$ cat src/design/wsw_pkg.sv
// Shared types and constants for the worker stall watchdog.
package wsw_pkg;

    localparam int NUM_WORKERS_DEF  = 16;
    localparam int VERSION_BITS_DEF = 32;

    localparam int JOB_W  = 32;
    localparam int WIDX_W = 4;
    localparam int SCAN_W = 5;

    localparam logic [SCAN_W-1:0] SCAN_COUNT_RESET = 5'd16;

    typedef enum logic [1:0] {
        MODE_TRIGGER = 2'd0,
        MODE_CHECK   = 2'd1,
        MODE_CREATE  = 2'd2,
        MODE_REMOVE  = 2'd3
    } mode_t;

    typedef enum logic [1:0] {
        ST_IDLE  = 2'd0,
        ST_EDIT  = 2'd1,
        ST_SCAN  = 2'd2,
        ST_FLUSH = 2'd3
    } state_t;

endpackage

$ cat src/design/wsw_cell.sv
// One worker entry of the rotating ring, with a registered stale flag.
module wsw_cell #(
    parameter int VERSION_BITS = wsw_pkg::VERSION_BITS_DEF
) (
    input  logic                     clk,
    input  logic                     rst_n,
    input  logic                     d_valid,
    input  logic [VERSION_BITS-1:0]  d_ver,
    input  logic [VERSION_BITS-1:0]  d_seen,
    input  logic [wsw_pkg::JOB_W-1:0] d_job,
    output logic                     q_valid,
    output logic [VERSION_BITS-1:0]  q_ver,
    output logic [VERSION_BITS-1:0]  q_seen,
    output logic [wsw_pkg::JOB_W-1:0] q_job,
    output logic                     q_stale
);

    logic                      valid_reg;
    logic [VERSION_BITS-1:0]   ver_reg;
    logic [VERSION_BITS-1:0]   seen_reg;
    logic [wsw_pkg::JOB_W-1:0] job_reg;
    logic                      stale_reg;
    logic                      stale_next;

    // The version compare is done on the way in, so the head sees one flop.
    assign stale_next = (d_ver == d_seen);

    always_ff @(posedge clk or negedge rst_n)
    begin
        if (!rst_n)
        begin
            valid_reg <= 1'b0;
            ver_reg   <= '0;
            seen_reg  <= '0;
            job_reg   <= '0;
            stale_reg <= 1'b1;
        end
        else
        begin
            valid_reg <= d_valid;
            ver_reg   <= d_ver;
            seen_reg  <= d_seen;
            job_reg   <= d_job;
            stale_reg <= stale_next;
        end
    end

    assign q_valid = valid_reg;
    assign q_ver   = ver_reg;
    assign q_seen  = seen_reg;
    assign q_job   = job_reg;
    assign q_stale = stale_reg;

endmodule

$ cat src/design/wsw_ctrl.sv
// Head controller: edits the entry at the ring head, runs check scans, drives results.
module wsw_ctrl #(
    parameter int NUM_WORKERS  = wsw_pkg::NUM_WORKERS_DEF,
    parameter int VERSION_BITS = wsw_pkg::VERSION_BITS_DEF
) (
    input  logic                       clk,
    input  logic                       rst_n,
    input  logic                       in_valid,
    output logic                       in_ready,
    input  logic [1:0]                 mode,
    input  logic [wsw_pkg::WIDX_W-1:0] worker_index,
    input  logic [wsw_pkg::JOB_W-1:0]  job_id,
    input  logic                       workers_running,
    input  logic [wsw_pkg::SCAN_W-1:0] scan_count,
    input  logic                       head_valid,
    input  logic [VERSION_BITS-1:0]    head_ver,
    input  logic [VERSION_BITS-1:0]    head_seen,
    input  logic [wsw_pkg::JOB_W-1:0]  head_job,
    input  logic                       head_stale,
    output logic                       wb_valid,
    output logic [VERSION_BITS-1:0]    wb_ver,
    output logic [VERSION_BITS-1:0]    wb_seen,
    output logic [wsw_pkg::JOB_W-1:0]  wb_job,
    output logic                       out_valid,
    input  logic                       out_ready,
    output logic [wsw_pkg::JOB_W-1:0]  stalled_job,
    output logic [wsw_pkg::WIDX_W-1:0] stalled_worker,
    output logic                       last_report
);

    localparam int IDX_W = (NUM_WORKERS > 1) ? $clog2(NUM_WORKERS) : 1;
    localparam int CNT_W = $clog2(NUM_WORKERS + 1);

    wsw_pkg::state_t state_reg, state_next;
    wsw_pkg::mode_t  mode_reg,  mode_next;

    logic [IDX_W-1:0]           head_reg,     head_next;
    logic [IDX_W-1:0]           target_reg,   target_next;
    logic [wsw_pkg::JOB_W-1:0]  job_reg,      job_next;
    logic [CNT_W-1:0]           ptr_reg,      ptr_next;
    logic [CNT_W-1:0]           limit_reg,    limit_next;
    logic                       pend_valid_reg, pend_valid_next;
    logic [wsw_pkg::JOB_W-1:0]  pend_job_reg,   pend_job_next;
    logic [wsw_pkg::WIDX_W-1:0] pend_idx_reg,   pend_idx_next;
    logic                       out_valid_reg,  out_valid_next;
    logic [wsw_pkg::JOB_W-1:0]  out_job_reg,    out_job_next;
    logic [wsw_pkg::WIDX_W-1:0] out_idx_reg,    out_idx_next;
    logic                       out_last_reg,   out_last_next;

    logic        out_free;
    logic        accept;
    logic        idx_ok;
    logic [31:0] scan_wide;

    assign out_free  = !out_valid_reg || out_ready;
    assign accept    = in_valid && (state_reg == wsw_pkg::ST_IDLE);
    assign idx_ok    = (32'(worker_index) < NUM_WORKERS);
    assign scan_wide = 32'(scan_count);

    // The ring turns every cycle, so the head pointer just counts around.
    assign head_next = (head_reg == IDX_W'(NUM_WORKERS - 1)) ? '0 : head_reg + IDX_W'(1);

    always_comb
    begin
        state_next      = state_reg;
        mode_next       = mode_reg;
        target_next     = target_reg;
        job_next        = job_reg;
        ptr_next        = ptr_reg;
        limit_next      = limit_reg;
        pend_valid_next = pend_valid_reg;
        pend_job_next   = pend_job_reg;
        pend_idx_next   = pend_idx_reg;
        out_valid_next  = out_valid_reg && !out_ready;
        out_job_next    = out_job_reg;
        out_idx_next    = out_idx_reg;
        out_last_next   = out_last_reg;
        wb_valid        = head_valid;
        wb_ver          = head_ver;
        wb_seen         = head_seen;
        wb_job          = head_job;

        unique case (state_reg)
            wsw_pkg::ST_IDLE:
            begin
                if (accept)
                begin
                    mode_next   = wsw_pkg::mode_t'(mode);
                    target_next = IDX_W'(worker_index);
                    job_next    = job_id;
                    ptr_next    = '0;
                    limit_next  = (scan_wide > NUM_WORKERS) ? CNT_W'(NUM_WORKERS)
                                                            : CNT_W'(scan_count);
                    if (mode == wsw_pkg::MODE_CHECK)
                    begin
                        if (workers_running)
                            state_next = wsw_pkg::ST_SCAN;
                    end
                    else if (idx_ok)
                    begin
                        state_next = wsw_pkg::ST_EDIT;
                    end
                end
            end

            wsw_pkg::ST_EDIT:
            begin
                if (head_reg == target_reg)
                begin
                    state_next = wsw_pkg::ST_IDLE;
                    unique case (mode_reg)
                        wsw_pkg::MODE_TRIGGER:
                        begin
                            if (head_valid)
                            begin
                                wb_ver = head_ver + VERSION_BITS'(1);
                                wb_job = job_reg;
                            end
                        end
                        wsw_pkg::MODE_CREATE:
                        begin
                            if (!head_valid)
                            begin
                                wb_valid = 1'b1;
                                wb_ver   = '0;
                                wb_seen  = '0;
                                wb_job   = '0;
                            end
                        end
                        wsw_pkg::MODE_REMOVE:
                        begin
                            wb_valid = 1'b0;
                            wb_ver   = '0;
                            wb_seen  = '0;
                            wb_job   = '0;
                        end
                        wsw_pkg::MODE_CHECK:
                        begin
                            wb_valid = head_valid;
                        end
                    endcase
                end
            end

            wsw_pkg::ST_SCAN:
            begin
                priority if (ptr_reg == limit_reg)
                begin
                    state_next = wsw_pkg::ST_FLUSH;
                end
                else if (head_reg == ptr_reg[IDX_W-1:0])
                begin
                    priority if (!head_valid)
                    begin
                        state_next = wsw_pkg::ST_FLUSH;
                    end
                    else if (head_stale && (head_job != '0))
                    begin
                        // A report waits in the pending slot until the next one
                        // (or the end of the scan) tells whether it is the last.
                        // If the slot cannot drain, the entry is retried next turn.
                        if (!pend_valid_reg || out_free)
                        begin
                            if (pend_valid_reg)
                            begin
                                out_valid_next = 1'b1;
                                out_job_next   = pend_job_reg;
                                out_idx_next   = pend_idx_reg;
                                out_last_next  = 1'b0;
                            end
                            pend_valid_next = 1'b1;
                            pend_job_next   = head_job;
                            pend_idx_next   = wsw_pkg::WIDX_W'(head_reg);
                            ptr_next        = ptr_reg + CNT_W'(1);
                        end
                    end
                    else
                    begin
                        wb_seen  = head_ver;
                        ptr_next = ptr_reg + CNT_W'(1);
                    end
                end
                else
                begin
                    // The next entry to scan has not reached the head yet.
                    state_next = wsw_pkg::ST_SCAN;
                end
            end

            wsw_pkg::ST_FLUSH:
            begin
                if (!pend_valid_reg)
                begin
                    state_next = wsw_pkg::ST_IDLE;
                end
                else if (out_free)
                begin
                    out_valid_next  = 1'b1;
                    out_job_next    = pend_job_reg;
                    out_idx_next    = pend_idx_reg;
                    out_last_next   = 1'b1;
                    pend_valid_next = 1'b0;
                    state_next      = wsw_pkg::ST_IDLE;
                end
            end
        endcase
    end

    always_ff @(posedge clk or negedge rst_n)
    begin
        if (!rst_n)
        begin
            state_reg      <= wsw_pkg::ST_IDLE;
            head_reg       <= '0;
            ptr_reg        <= '0;
            limit_reg      <= '0;
            pend_valid_reg <= 1'b0;
            out_valid_reg  <= 1'b0;
        end
        else
        begin
            state_reg      <= state_next;
            head_reg       <= head_next;
            ptr_reg        <= ptr_next;
            limit_reg      <= limit_next;
            pend_valid_reg <= pend_valid_next;
            out_valid_reg  <= out_valid_next;
        end
    end

    always_ff @(posedge clk)
    begin
        mode_reg     <= mode_next;
        target_reg   <= target_next;
        job_reg      <= job_next;
        pend_job_reg <= pend_job_next;
        pend_idx_reg <= pend_idx_next;
        out_job_reg  <= out_job_next;
        out_idx_reg  <= out_idx_next;
        out_last_reg <= out_last_next;
    end

    assign in_ready       = (state_reg == wsw_pkg::ST_IDLE);
    assign out_valid      = out_valid_reg;
    assign stalled_job    = out_job_reg;
    assign stalled_worker = out_idx_reg;
    assign last_report    = out_last_reg;

`ifndef SYNTHESIS
    a_ptr_in_range: assert property (@(posedge clk) disable iff (!rst_n)
        (state_reg == wsw_pkg::ST_SCAN) |-> (ptr_reg <= limit_reg))
        else $error("scan pointer ran past the scan limit");

    a_limit_in_range: assert property (@(posedge clk) disable iff (!rst_n)
        limit_reg <= CNT_W'(NUM_WORKERS))
        else $error("scan limit exceeds the table size");

    a_no_pending_idle: assert property (@(posedge clk) disable iff (!rst_n)
        (state_reg == wsw_pkg::ST_IDLE) |-> !pend_valid_reg)
        else $error("pending report left behind after a check");

    a_flush_marks_last: assert property (@(posedge clk) disable iff (!rst_n)
        ((state_reg == wsw_pkg::ST_FLUSH) && pend_valid_reg && out_free)
        |=> (out_valid_reg && out_last_reg))
        else $error("final report of a check not flagged as last");
`endif

endmodule

$ cat src/design/worker_stall_watchdog_unit.sv
// Worker stall watchdog: ring of entry cells turned past a head controller.
// Entries rotate one cell per cycle; one item at a time, the next taken once in_ready returns.
// Trigger, create and remove hold in_ready low while they wait for the entry to reach the head.
// A check waits for entry 0 to reach the head, then scans each entry as it passes the head,
// and closes via the flush state; a report finding the output occupied waits a ring turn.
// Reset clears every entry to invalid and zero and sets scan_count to 16.
module worker_stall_watchdog_unit #(
    parameter int NUM_WORKERS  = wsw_pkg::NUM_WORKERS_DEF,
    parameter int VERSION_BITS = wsw_pkg::VERSION_BITS_DEF
) (
    input  logic                       clk,
    input  logic                       rst_n,
    input  logic                       cfg_valid,
    output logic                       cfg_ready,
    input  logic [wsw_pkg::SCAN_W-1:0] cfg_data,
    input  logic                       in_valid,
    output logic                       in_ready,
    input  logic [1:0]                 mode,
    input  logic [wsw_pkg::WIDX_W-1:0] worker_index,
    input  logic [wsw_pkg::JOB_W-1:0]  job_id,
    input  logic                       workers_running,
    output logic                       out_valid,
    input  logic                       out_ready,
    output logic [wsw_pkg::JOB_W-1:0]  stalled_job,
    output logic [wsw_pkg::WIDX_W-1:0] stalled_worker,
    output logic                       last_report
);

    logic [wsw_pkg::SCAN_W-1:0] scan_count_reg;

    logic                      ring_valid [NUM_WORKERS];
    logic [VERSION_BITS-1:0]   ring_ver   [NUM_WORKERS];
    logic [VERSION_BITS-1:0]   ring_seen  [NUM_WORKERS];
    logic [wsw_pkg::JOB_W-1:0] ring_job   [NUM_WORKERS];
    logic                      ring_stale [NUM_WORKERS];

    logic                      wb_valid;
    logic [VERSION_BITS-1:0]   wb_ver;
    logic [VERSION_BITS-1:0]   wb_seen;
    logic [wsw_pkg::JOB_W-1:0] wb_job;

    assign cfg_ready = 1'b1;

    always_ff @(posedge clk or negedge rst_n)
    begin
        if (!rst_n)
            scan_count_reg <= wsw_pkg::SCAN_COUNT_RESET;
        else if (cfg_valid)
            scan_count_reg <= cfg_data;
    end

    // Cell 0 is the head; the edited head entry re-enters at the tail cell.
    for (genvar i = 0; i < NUM_WORKERS; i++)
    begin : g_cell
        if (i == NUM_WORKERS - 1)
        begin : g_tail
            wsw_cell #(
                .VERSION_BITS(VERSION_BITS)
            ) u_cell (
                .clk     (clk),
                .rst_n   (rst_n),
                .d_valid (wb_valid),
                .d_ver   (wb_ver),
                .d_seen  (wb_seen),
                .d_job   (wb_job),
                .q_valid (ring_valid[i]),
                .q_ver   (ring_ver[i]),
                .q_seen  (ring_seen[i]),
                .q_job   (ring_job[i]),
                .q_stale (ring_stale[i])
            );
        end
        else
        begin : g_body
            wsw_cell #(
                .VERSION_BITS(VERSION_BITS)
            ) u_cell (
                .clk     (clk),
                .rst_n   (rst_n),
                .d_valid (ring_valid[i+1]),
                .d_ver   (ring_ver[i+1]),
                .d_seen  (ring_seen[i+1]),
                .d_job   (ring_job[i+1]),
                .q_valid (ring_valid[i]),
                .q_ver   (ring_ver[i]),
                .q_seen  (ring_seen[i]),
                .q_job   (ring_job[i]),
                .q_stale (ring_stale[i])
            );
        end
    end

    wsw_ctrl #(
        .NUM_WORKERS  (NUM_WORKERS),
        .VERSION_BITS (VERSION_BITS)
    ) u_ctrl (
        .clk             (clk),
        .rst_n           (rst_n),
        .in_valid        (in_valid),
        .in_ready        (in_ready),
        .mode            (mode),
        .worker_index    (worker_index),
        .job_id          (job_id),
        .workers_running (workers_running),
        .scan_count      (scan_count_reg),
        .head_valid      (ring_valid[0]),
        .head_ver        (ring_ver[0]),
        .head_seen       (ring_seen[0]),
        .head_job        (ring_job[0]),
        .head_stale      (ring_stale[0]),
        .wb_valid        (wb_valid),
        .wb_ver          (wb_ver),
        .wb_seen         (wb_seen),
        .wb_job          (wb_job),
        .out_valid       (out_valid),
        .out_ready       (out_ready),
        .stalled_job     (stalled_job),
        .stalled_worker  (stalled_worker),
        .last_report     (last_report)
    );

endmodule
$ cat config.mk
export PLATFORM = sky130hd
export DESIGN_NAME = worker_stall_watchdog_unit
export DESIGN_NICKNAME = d
export VERILOG_FILES = /design/src/design/wsw_pkg.sv /design/src/design/wsw_cell.sv /design/src/design/wsw_ctrl.sv /design/src/design/worker_stall_watchdog_unit.sv
export SDC_FILE = /design/constraint.sdc
export NUM_CORES = 1
export LEC_CHECK = 0
export BUFFER_PORTS_ARGS = -buffer_cell sky130_fd_sc_hd__buf_2
export CAP_MARGIN = 15
export CORE_MARGIN = 2
export CORE_UTILIZATION = 30
export CTS_CLUSTER_SIZE = 28
export DETAILED_ROUTE_END_ITERATION = 7
export HOLD_SLACK_MARGIN = 0.03
export PLACE_DENSITY = 0.5
export SLEW_MARGIN = 15
export SYNTH_ARGS = -nofsm -noshare
export SYNTH_HDL_FRONTEND = slang
export SYNTH_SLANG_ARGS = --single-unit
$ cat constraint.sdc
create_clock -name clk -period 10.9 [get_ports clk]
set_clock_uncertainty 0.1 [all_clocks]
set_input_delay 2.18 -clock clk [delete_from_list [all_inputs] [get_ports clk]]
set_output_delay 2.18 -clock clk [all_outputs]
set_load 0.03 [all_outputs]
### Word-level counts from Yosys, hierarchy flattened

Cells that the tools add are included.

| storage, ports and cells | value |
|---|---|
| register bits | 1687 |
| output and inout bits | 40 |

| cells by class | value |
|---|---|
| add/sub/neg operators | 3 |
| $lt $le $gt $ge | 1 |
| equality and inequality tests | 25 |
| multiplexer cells | 84 |
| bitwise logic cells | 1 |
| reduce and logical (&&, ||, !) cells | 19 |

Operators with widths:

| cell | number |
|---|---|
| $mux 32 | 22 |
| $pmux 32 s2 | 3 |
| $pmux 32 s3 | 2 |
| $mux 4 | 9 |
| $mux 5 | 7 |
| $add 32x1->32 const B | 1 |
| $eq 32x32->1 | 1 |
| $reduce_bool 32->1 | 1 |
| $mux 1 | 25 |
| $mux 2 | 9 |
| $reduce_and 6->1 | 3 |
| $ne 2x1->1 const B | 8 |
| $pmux 5 s2 | 1 |
| $ne 3x3->1 const B | 3 |
| $reduce_and 9->1 | 1 |
| $eq 2x2->1 const B | 4 |
| $eq 4x4->1 | 2 |
| $pmux 1 s2 | 4 |
| $pmux 2 s4 | 1 |
| $pmux 4 s2 | 1 |
| $add 5x1->5 const B | 1 |
| $eq 5x5->1 | 1 |
| $gt 5x5->1 const B | 1 |
| $reduce_and 5->1 | 1 |
| 12 further kinds | 21 |

### Longest topological paths before layout

Gate-level depths: netlist of run 1.

| logic depth | value |
|---|---|
| word-level depth | 9 |
| mapped depth | 10 |
| mapped depth without buffers | 7 |

### Cells and area by module

Synthesis of run 1 repeated with hierarchy kept, for this count alone.

| second synthesis, totals | value |
|---|---|
| cell total of the unflattened synthesis | 2892 |
| area, all modules | 51657.0 um2 |

By module, submodules not included:

| module | times used | cells each | area an instance (um2) | seq. area each (um2) |
|---|---|---|---|---|
| wsw_cell | 16 | 141 | 2800.2 | 2453.6 |
| wsw_ctrl | 1 | 624 | 6660.1 | 3783.6 |
| worker_stall_watchdog_unit | 1 | 12 | 193.9 | 126.4 |

### Least setup slack after synthesis of run 1

OpenSTA, ideal clock, no wires.

| timing | value |
|---|---|
| kind | in2reg |
| start | input port out_ready |
| end | register u_ctrl.out_last_reg (netlist: u_ctrl.last_report) (enable) |
| library setup time | 444 ps |
| arrival | 4201 ps |
| setup slack | 6155 ps |
| stages on the path | 3 |
| path buffers | 0 |
| cells stage by stage | nand2b_1 -> nand2_1 -> a21oi_1 |

| between the ends | value |
|---|---|
| cells in the longest elaborated chain, start to end | 4 |
| elaborated cells on any way between the ends | 5 |
| classes of those cells | eq/ne: 2; reduce/logical: 3 |

Ends and longest elaborated chain:

| what | line | text |
|---|---|---|
| from (decl) | worker_stall_watchdog_unit.sv:23 | `input logic out_ready,` |
| $logic_or 1x1->1 * | wsw_ctrl.sv:55 | `assign out_free = !out_valid_reg \|\| out_ready;` |
| $logic_or 1x1->1 | wsw_ctrl.sv:162 | `if (!pend_valid_reg \|\| out_free)` |
| $ne 2x1->1 (no source line) | -- |  |
| $reduce_and 9->1 (no source line) * | -- |  |
| to (signal assigned) | wsw_ctrl.sv:240 | `out_last_reg <= out_last_next;` |
| to (decl) | wsw_ctrl.sv:48 | `logic out_last_reg, out_last_next;` |

Every way passes the cells marked *; elsewhere a longest branch is shown, timed or not.
A chain may end at the register's enable or synchronous reset.

### Worst setup path in the final report of run 1

| timing | value |
|---|---|
| start | register u_ctrl.state_reg[1] |
| end | output port in_ready |

| between the ends | value |
|---|---|
| cells in the longest elaborated chain, start to end | 1 |

Ends and longest elaborated chain:

| what | line | text |
|---|---|---|
| from (decl) | wsw_ctrl.sv:34 | `wsw_pkg::state_t state_reg, state_next;` |
| from (signal assigned) | wsw_ctrl.sv:213 | `state_reg <= wsw_pkg::ST_IDLE;` |
| from (signal assigned) | wsw_ctrl.sv:222 | `state_reg <= state_next;` |
| $logic_not 2->1 | wsw_ctrl.sv:243 | `assign in_ready = (state_reg == wsw_pkg::ST_IDLE);` |
| to (decl) | worker_stall_watchdog_unit.sv:17 | `output logic in_ready,` |

Every way passes these cells.

==> out/metrics.yaml, run 1 <==
status: "finished clean"
r2r_end: "g_cell[15].g_tail.u_cell.q_seen[29]"
end_kind: "output pin"
cts_max_level: 4
hold_buffers: 0
max-vdd-ir-drop_mv: 0.151
syn_avg_cell_area_um2: 21.2
cts_sinks: 1687
area_growth_pct: 18.1
cp_cell_sequence: "inv_1 -> ha_1 -> buf_2"
synth-edff-count: 111
synth_ff_type: "dfrtp_1"
worst-path-max-fanout: 5
synth_nets: 2228
cts_resized: 0
min_to: "g_cell[10].g_body.u_cell.q_ver[30]"
clkTransAtPathRegs_ns: 0.07
ant_nets: 0
crit_slowest_cell: "dfrtp_1"
max_freq_ghz: 0.247
final_util: 0.357
final_hold_viol_count: 0
min_delay_path_depth: 0
avgRoutedWirePerCell_um: 16.0
cts_buffer_depth: 3
slowest_delay_ns: 0.42
start_util: 0.302
power.density_nw_per_um2: 228
cts_tree: "done"
setup-violations-final: 0
cts_buffers: 154
crit_type: "register to output pin"
gp_congestion: 0.768
finalCriticalPeriod_ns: 4.04
die-area_um2: 156000
worstHoldStart: "g_cell[11].g_body.u_cell.q_ver[30]"
finalWirelength_um: 73000
dp_hpwl_um: 40700
grt_max_degree: 207
dp_cells: 4269
startpoint_type: "register"
p_leak_nw: 27.4
grt_pass1_vias: 19700
overflow: 0
drc: 0
ys_ff_latch: 1687
setup_tns_ns: 0
drive_gt1_frac: 0.151
cts_root_buf: "clkbuf_16"
antenna_found_initial: 4
coreArea_um2: 152000
required_ns: 8.62
cp.arrival_ns: 1.76
ys_types: 63
io_pins: 89
std_cell_rows: 143
max_cap_viol_count: 0
syn_inst: 2171
port_buffers: 87
worstMarginPinSlew_ns: 1.13
num_vias: 18000
yosysSeqAreaShare: 0.931
slew_headroom: 0.244
rr_worst_depth: 6
viasPerCell: 3.96
stdcell_count: 4556
grt_usage: 0.0969
yosysWarnings: 0
die_x_um: 395
whs_ns: 0.234
cts_setup_buffers: 0
drv_slew: 0
reg2reg_slack_ns: 7.58
rsz0062_at_grt: "no"
async_flop_share: 0.934
hp-class: "register to register"
die_y_um: 395
drtIter0Drc: 1438
finalPower_mw: 12.4
reg2reg_from: "u_ctrl.mode_reg[0]"
grt_pass1_wl_um: 117000
final_nets: 2452
synth_area_um2: 45900
post-route-period-util: 0.371
clk-insertion-delay-late_ns: 0.76
first_pass_iters: 5
-- area by class of cell --
cell class / instances / area, µm²
Inverter: 15 / 56.3
Clock inverter: 55 / 756
Fill cell: 13900 / 97600
Antenna cell: 3 / 7.51
Tap cell: 2030 / 2540
Clock buffer: 229 / 4550
Multi-Input combinational cell: 433 / 2930
Sequential cell: 1687 / 42800
Timing Repair Buffer: 104 / 657
-- cells in the mapped netlist (all sizes together) (7+ instances only) --
library cell / count / area share
o21ai: 52 / 0.0057
nand3: 20 / 0.0022
nand2b: 8 / 0.0011
nand2: 50 / 0.0041
a21oi: 24 / 0.0026
xnor2: 7 / 0.0015
nand4: 17 / 0.0025
dfrtp: 1574 / 0.86
nor4: 27 / 0.0044
ha: 8 / 0.0022
nor2: 29 / 0.0024
or3: 7 / 0.00095
inv: 14 / 0.0011
a22o: 55 / 0.010
edfxtp: 111 / 0.073
clkbuf: 15 / 0.0013
buf: 21 / 0.0032
xor2: 39 / 0.0074
o31ai: 8 / 0.0013
a31oi: 11 / 0.0015
-- placed cells by master, fill, tap and decap left out, types with 5 or more instances in the layout --
cell,Yosys,routed
nor4_1,22,22
clkinv_2,0,25
buf_2,12,86
nor2_1,28,27
xor2_1,39,39
xnor2_1,6,6
clkbuf_8,0,35
o21ai_0,51,51
a21oi_1,24,23
or3_1,7,7
nand2_1,49,49
ha_1,8,8
inv_1,14,13
and3_1,5,5
nor4_2,5,5
buf_4,4,10
dfrtp_1,1574,1574
a22oi_1,6,6
edfxtp_1,111,111
mux2_2,6,6
nand4_1,16,16
bufinv_16,0,13
clkbuf_1,14,37
nand3_1,20,20
o31ai_1,8,8
a22o_1,55,55
nand2b_1,8,8
clkinv_8,0,7
clkbuf_16,0,157
a31oi_1,11,11
buf_12,0,7
-- stage by stage --
stage	instance area [µm²]	worst slack (ns)
after detailed placement	48900	6.04
after global routing	54300	6.58
after floorplan	45900	6.16
after CTS	54300	6.80
after global placement	48900	6.17
final	54300	6.86
-- worst max-delay path by stage --
| stage | startpoint | to | slack [ns] |
|---|---|---|---|
| floorplan | out_ready | u_ctrl.last_report | 6.16 |
| global placement | rst_n | g_cell[13].g_body.u_cell.q_seen[29] | 6.17 |
| detailed placement | rst_n | g_cell[7].g_body.u_cell.q_seen[15] | 6.04 |
| CTS | u_ctrl.state_reg[1] | in_ready | 6.80 |
| global route | rst_n | g_cell[8].g_body.u_cell.q_job[20] | 6.58 |
| finish | u_ctrl.state_reg[1] | in_ready | 6.86 |
-- where the power goes --
part           internal, mW  switching (mW)  total (mW)
Clock                  3.23            2.26        5.48
Sequential             6.40          0.0403        6.44
Combinational        0.0886           0.354       0.442
-- cells by family after synthesis --
kind of cell / Yosys count / share of synthesized area
XOR/XNOR: 46 / 0.00893
flip-flops: 1687 / 0.931
other: 1 / 0.0000816
AND/OR/NAND/NOR: 187 / 0.0224
multiplexers: 9 / 0.00212
AO/OA/AOI/OAI: 182 / 0.0274
buffers and inverters: 51 / 0.00567
adder cells (fa/ha/maj): 8 / 0.00218
-- worst max-delay path, delay by kind of cell (launching register included) --
| family | cells | cell delay [ns] |
|---|---|---|
| DFF | 1 | 0.42 |
| buffers and inverters | 2 | 0.34 |
| adders and majority gates | 1 | 0.25 |
-- routing by layer --
metal  global-route usage  part of all wire  wire [µm]  vias up
met5                    0                 0          0        -
met4               0.0386             0.026       1870        0
met3               0.0230             0.047       3400      138
met2                0.133              0.43      31200      407
met1                0.148              0.50      36600     9829
li1                     -                 -          -     7672
Note: power is estimated with default switching activity, not from simulation.
==> run 2, diff against run 1 <==
Clock period 10.9 ns to 3.92 ns, I/O delays scaled along.
==> run 2 against run 1 <==
Net effect: final cell count is 0.97% higher; utilization up 0.51 points; register-to-register slack worse by 6.6 ns; routed wire length up 2.6%; critical path depth grew 4; via count increased by 1.3%; critical path type is now register to register; combinational power grew to 2.9 times the previous value.
==> out/metrics.yaml, run 2 (synthesis gave the netlist of run 1 again) <==
status: "finished clean"  # unchanged
drc: 0  # unchanged
grt_max_degree: 129  # was 207
die_x_um: 395  # unchanged
hold_buffers: 9  # was 0
cp.arrival_ns: 3.26  # was 1.76 ns
first_pass_iters: 7  # was 5
antenna_found_initial: 2  # was 4
setup-violations-final: 0  # unchanged
gp_congestion: 0.755  # was 0.768
std_cell_rows: 143  # unchanged
required_ns: 4.29  # was 8.62 ns
max_freq_ghz: 0.345
finalWirelength_um: 74900  # was 73000 µm
final_common_cell: "dfrtp_1"  # unchanged
cts_root_buf: "clkbuf_16"  # unchanged
cts_tree: "done"  # unchanged
overflow: 0  # unchanged
p_comb_frac: 0.037  # was 0.036
final_hold_viol_count: 0  # unchanged
cts_resized: 0  # unchanged
crit_type: "register to register"  # was register to output pin
rsz0062_at_grt: "no"  # unchanged
startpoint_type: "register"  # unchanged
end_kind: "register"  # was output pin
grt_usage: 0.0996  # was 0.0969
cts_setup_buffers: 0  # unchanged
clkTransAtPathRegs_ns: 0.06  # was 0.07 ns
p_leak_nw: 27.7  # was 27.4 nW
switching_power_mw: 7.59  # was 2.65 mW
swShare: 0.216  # was 0.214
multi_input_comb_area_um2: 2920  # was 2930 µm²
stdcell_count: 4600  # was 4556
finalPower_mw: 35.2  # was 12.4 mW
cts_max_level: 4  # unchanged
post-route-period-util: 0.739
slew_headroom: 0.326  # was 0.244
start_util: 0.302  # unchanged
p_seq_frac: 0.510  # was 0.521
area_growth_pct: 19.8  # was 18.1%
clk-insertion-delay-late_ns: 0.77  # was 0.76 ns
max-vdd-ir-drop_mv: 0.422  # was 0.151 mV
dp_worst_setup_slack_ns: 1.05  # was 6.04 ns
worst-path-max-fanout: 21  # was 5
dp_cells: 4304  # was 4269
grt_pass1_vias: 20100  # was 19700
worstMarginPinSlew_ns: 1.01  # was 1.13 ns
num_vias: 18300  # was 18000
final_cell_mix: "dfrtp_1 (1574), clkbuf_16 (159), edfxtp_1 (111), buf_2 (86), a22o_1 (55)"  # was dfrtp_1 (1574), clkbuf_16 (157), edfxtp_1 (111), buf_2 (86), a22o_1 (55)
cts_buffer_depth: 3  # unchanged
pwr-share-clk: 0.453  # was 0.443
finalCriticalPeriod_ns: 2.90
coreArea_um2: 152000  # unchanged
power.density_nw_per_um2: 639  # was 228 nW/µm²
viasPerCell: 3.97  # was 3.96
num_antenna_cells: 0  # was 3
final_nets: 2500  # was 2452
port_buffers: 87  # unchanged
setup_ws_ns: 1.02  # was 6.86 ns
ant_nets: 0  # unchanged
drtIter0Drc: 1502  # was 1438
cts_sinks: 1687  # unchanged
p_int_mw: 27.6  # was 9.72 mW
die-area_um2: 156000  # unchanged
dp_hpwl_um: 44500  # was 40700 µm
io_pins: 89  # unchanged
drv_slew: 0  # unchanged
grt_pass1_wl_um: 120000  # was 117000 µm
die_y_um: 395  # unchanged
setup_tns_ns: 0  # unchanged
cts_buffers: 158  # was 154
ff_latch_area_um2: 42800  # unchanged
nFillCells: 13900  # about the same
avgRoutedWirePerCell_um: 16.3  # was 16.0 µm
max_cap_viol_count: 0  # unchanged
drive_gt1_frac: 0.164  # was 0.151
hp-class: "input port to register"  # was register to register
==> run 2: changes by cell type in the layout (fill, tap and decap cells not counted), moves of 5 or more <==
| cell | before | now |
|---|---|---|
| buf_4 | 10 | 39 |
| clkinv_2 | 25 | 12 |
| dlygate4sd3_1 | 0 | 9 |
| clkinv_16 | 0 | 8 |
| buf_12 | 7 | 14 |
| clkinvlp_4 | 0 | 6 |
| clkinv_8 | 7 | 2 |
==> run 2: worst max-delay path: stages (launching register included) <==
cell	delay, ns
dfrtp_1	0.47
xor2_1	0.19
nor4_2	0.34
o311a_2	0.34
and2_1	0.21
nand2_1	0.15
nor2_4	0.53
buf_12	0.24
==> run 2: path summary, 6_finish.rpt <==
| check | end | startpoint | cells after the start | slack (ns) |
|---|---|---|---|---|
| setup / recovery | u_ctrl.pend_job_reg[23] | u_ctrl.head_reg[0] | 7 | 1.02 |
| hold / removal | u_ctrl.job_reg[3] | job_id[3] | 1 | 0.1 |
| setup reg to reg | u_ctrl.pend_job_reg[23] | u_ctrl.head_reg[0] | 7 | 1.02 |
| hold reg to reg | g_cell[10].g_body.u_cell.q_seen[18] | g_cell[11].g_body.u_cell.q_seen[18] | 0 | 0.21 |
| max in group asynchronous | g_cell[7].g_body.u_cell.q_job[0] | rst_n | 4 | 1.99 |
| min in group asynchronous | g_cell[3].g_body.u_cell.q_seen[13] | rst_n | 2 | 0.48 |
==> run 2: metrics by stage <==
stage                     hold WS [ns]   util  area (µm²)
after global placement           0.231  0.325       49300
after detailed placement         0.235  0.325       49300
after global routing            0.0404  0.362       55000
after CTS                       0.0300  0.362       55000
after floorplan                  0.231      -       45900
final                           0.0980  0.362       55000
==> run 2: power groups by stage <==
stage                     Sequential [mW]  Combinational (mW)  Clock [mW]
final                                17.9                1.29        15.9
after global placement               18.3                1.28           0
after floorplan                      18.3               0.484           0
after global routing                 17.9                1.45        17.3
after CTS                            17.9                1.33        16.5
after detailed placement             18.3                1.32           0
==> run 2: final cells by class <==
class                           instances  share of cell area
Sequential cell                      1687               0.777
Clock buffer                          233              0.0844
Multi-Input combinational cell        433              0.0531
Tap cell                             2030              0.0461
Timing Repair Buffer                  148              0.0199
Clock inverter                         54              0.0183
Inverter                               15             0.00102
==> run 2: metal layers <==
metal | wire (µm) | GRT usage | vias up
li1 | - | - | 7760
met4 | 1780 | 0.0356 | 0
met2 | 33000 | 0.142 | 421
met5 | 0 | 0 | -
met1 | 36400 | 0.147 | 9949
met3 | 3730 | 0.0257 | 149
==> run 3, diff against run 2 <==
Clock period 3.92 ns to 2.7 ns, I/O delays scaled along.
==> run 3 against run 2 <==
Net effect: global-route usage up 0.24 points; final cell count up 1.3%; first-iteration DRC count up 3.3%; die area unchanged; routed wire length up 2.4%; flip-flop and latch count unchanged; register-to-register slack worse by 0.92 ns; critical path depth unchanged; largest cell class unchanged; largest power group unchanged.
==> out/metrics.yaml, run 3 (synthesis gave the netlist of run 1 again) <==
status: "finished clean"  # unchanged
coreArea_um2: 152000  # unchanged
finalWirelength_um: 76700  # was 74900 µm
dp_hpwl_um: 45800  # was 44500 µm
io_pins: 89  # unchanged
clkTransAtPathRegs_ns: 0.06  # about the same
avgRoutedWirePerCell_um: 16.5  # was 16.3 µm
grt_pass1_vias: 20600  # was 20100
cp.arrival_ns: 2.94  # was 3.26 ns
cts_buffer_depth: 3  # unchanged
drv_slew: 0  # unchanged
crit_slowest_cell: "dfrtp_1"  # was nor2_4
die_x_um: 395  # unchanged
cts_tree: "done"  # unchanged
viasPerCell: 3.99  # was 3.97
finalCriticalPeriod_ns: 2.59  # was 2.90 ns
cts_max_level: 4  # unchanged
dp_worst_setup_slack_ns: 0.138  # was 1.05 ns
first_pass_iters: 5  # was 7
slew_headroom: 0.316  # was 0.326
end_kind: "register"  # unchanged
antenna_found_initial: 3  # was 2
crit_type: "register to register"  # unchanged
crit_start: "u_ctrl.ptr_reg[0]"  # was u_ctrl.head_reg[0]
reg2reg_from: "u_ctrl.ptr_reg[0]"  # was u_ctrl.head_reg[0]
cp_cell_sequence: "xor2_1 -> nor4_2 -> o311a_2 -> and2_1 -> nand2_1 -> a21oi_4 -> buf_4"  # was xor2_1 -> nor4_2 -> o311a_2 -> and2_1 -> nand2_1 -> nor2_4 -> buf_12
slowest_delay_ns: 0.47  # was 0.53 ns
final_cell_area_um2: 55400  # was 55000 µm²
clk-insertion-delay-late_ns: 0.76  # was 0.77 ns
whs_ns: 0.164  # was 0.0980 ns
worstMarginPinSlew_ns: 1.03  # was 1.01 ns
die-area_um2: 156000  # unchanged
min_delay_path_depth: 3  # was 1
start_util: 0.302  # unchanged
grt_max_degree: 122  # was 129
final_common_cell: "dfrtp_1"  # unchanged
cts_buffers: 156  # was 158
setup-violations-final: 0  # unchanged
final_nets: 2563  # was 2500
setup_tns_ns: 0  # unchanged
setup_ws_ns: 0.106  # was 1.02 ns
cts_root_buf: "clkbuf_16"  # unchanged
drc: 0  # unchanged
final_util: 0.365  # was 0.362
final_hold_viol_count: 0  # unchanged
max_cap_viol_count: 0  # unchanged
power.density_nw_per_um2: 899  # was 639 nW/µm²
p_leak_nw: 28.0  # was 27.7 nW
rr_worst_depth: 7  # unchanged
required_ns: 3.04  # was 4.29 ns
grt_pass1_wl_um: 123000  # was 120000 µm
worst-path-max-fanout: 16  # was 21
std_cell_rows: 143  # unchanged
max_freq_ghz: 0.386  # was 0.345 GHz
die_y_um: 395  # unchanged
drive_gt1_frac: 0.168  # was 0.164
placed_cell_area_um2: 49600  # was 49300 µm²
final_cell_mix: "dfrtp_1 (1574), clkbuf_16 (162), edfxtp_1 (111), buf_2 (86), a22o_1 (55)"  # was dfrtp_1 (1574), clkbuf_16 (159), edfxtp_1 (111), buf_2 (86), a22o_1 (55)
hp-class: "input port to register"  # unchanged
gp_congestion: 0.791  # was 0.755
area_growth_pct: 20.5  # was 19.8%
port_buffers: 87  # unchanged
worstHoldStart: "out_ready"  # was job_id[3]
drtIter0Drc: 1551  # was 1502
max-vdd-ir-drop_mv: 0.569  # was 0.422 mV
grt_usage: 0.102  # was 0.0996
post-route-period-util: 0.961  # was 0.739
startpoint_type: "register"  # unchanged
overflow: 0  # unchanged
rsz0062_at_grt: "no"  # unchanged
cts_sinks: 1687  # unchanged
num_vias: 18600  # was 18300
ant_nets: 0  # unchanged
## run 3: through the flow
step	power (mW)	std cells
3_5_place_dp	28.5	4329
6_report	49.8	4660
5_1_grt	51.9	4659
3_3_place_gp	28.5	4329
2_1_floorplan	27.3	2171
4_1_cts	50.6	4659
## run 3: area by class of cell
type                            count  area (µm²)
Antenna cell                        1        2.50
Clock buffer                      238        4760
Clock inverter                     43         489
Fill cell                       13900       96500
Inverter                           15        56.3
Multi-Input combinational cell    433        2940
Sequential cell                  1687       42800
Tap cell                         2030        2540
Timing Repair Buffer              213        1810
## run 3: timing repair
| action | CTS | global route |
|---|---|---|
| setup buffers | 0 | 0 |
| setup endpoints to repair | 0 | 3 |
| endpoints found under the hold margin | 290 | 0 |
| hold buffers | 49 | 0 |
| resized for setup | 0 | 2 |
## run 3: report_power, final
part           switching (mW)  leakage (nW)  internal (mW)
sequential              0.215          23.1           25.8
clock                    9.01          2.59           12.7
combinational            1.46          2.26          0.546
## run 3: critical path, delay by kind of cell, from the launching register on
kind	cells	cell delay, ns
compound gates	2	0.49
xor+xnor	1	0.22
buf+inv	1	0.27
flops	1	0.47
simple gates	3	0.74
## run 3: final timing paths
path                                                            to  slack [ns]
worst max register to register               u_ctrl.stalled_job[1]        0.11
max in group asynchronous        g_cell[10].g_body.u_cell.q_ver[6]        1.21
worst max-delay path                         u_ctrl.stalled_job[1]        0.11
worst min-delay path                              u_ctrl.out_valid        0.16
min in group asynchronous        g_cell[8].g_body.u_cell.q_ver[14]        0.28
worst min register to register  g_cell[4].g_body.u_cell.q_seen[25]        0.24
## run 3: per-layer routing
metal,up-vias,track usage,part of all wire
met1,10100,0.151,0.48
met5,-,0,0
met3,163,0.0261,0.051
li1,7890,-,-
met4,0,0.0371,0.024
met2,451,0.144,0.44
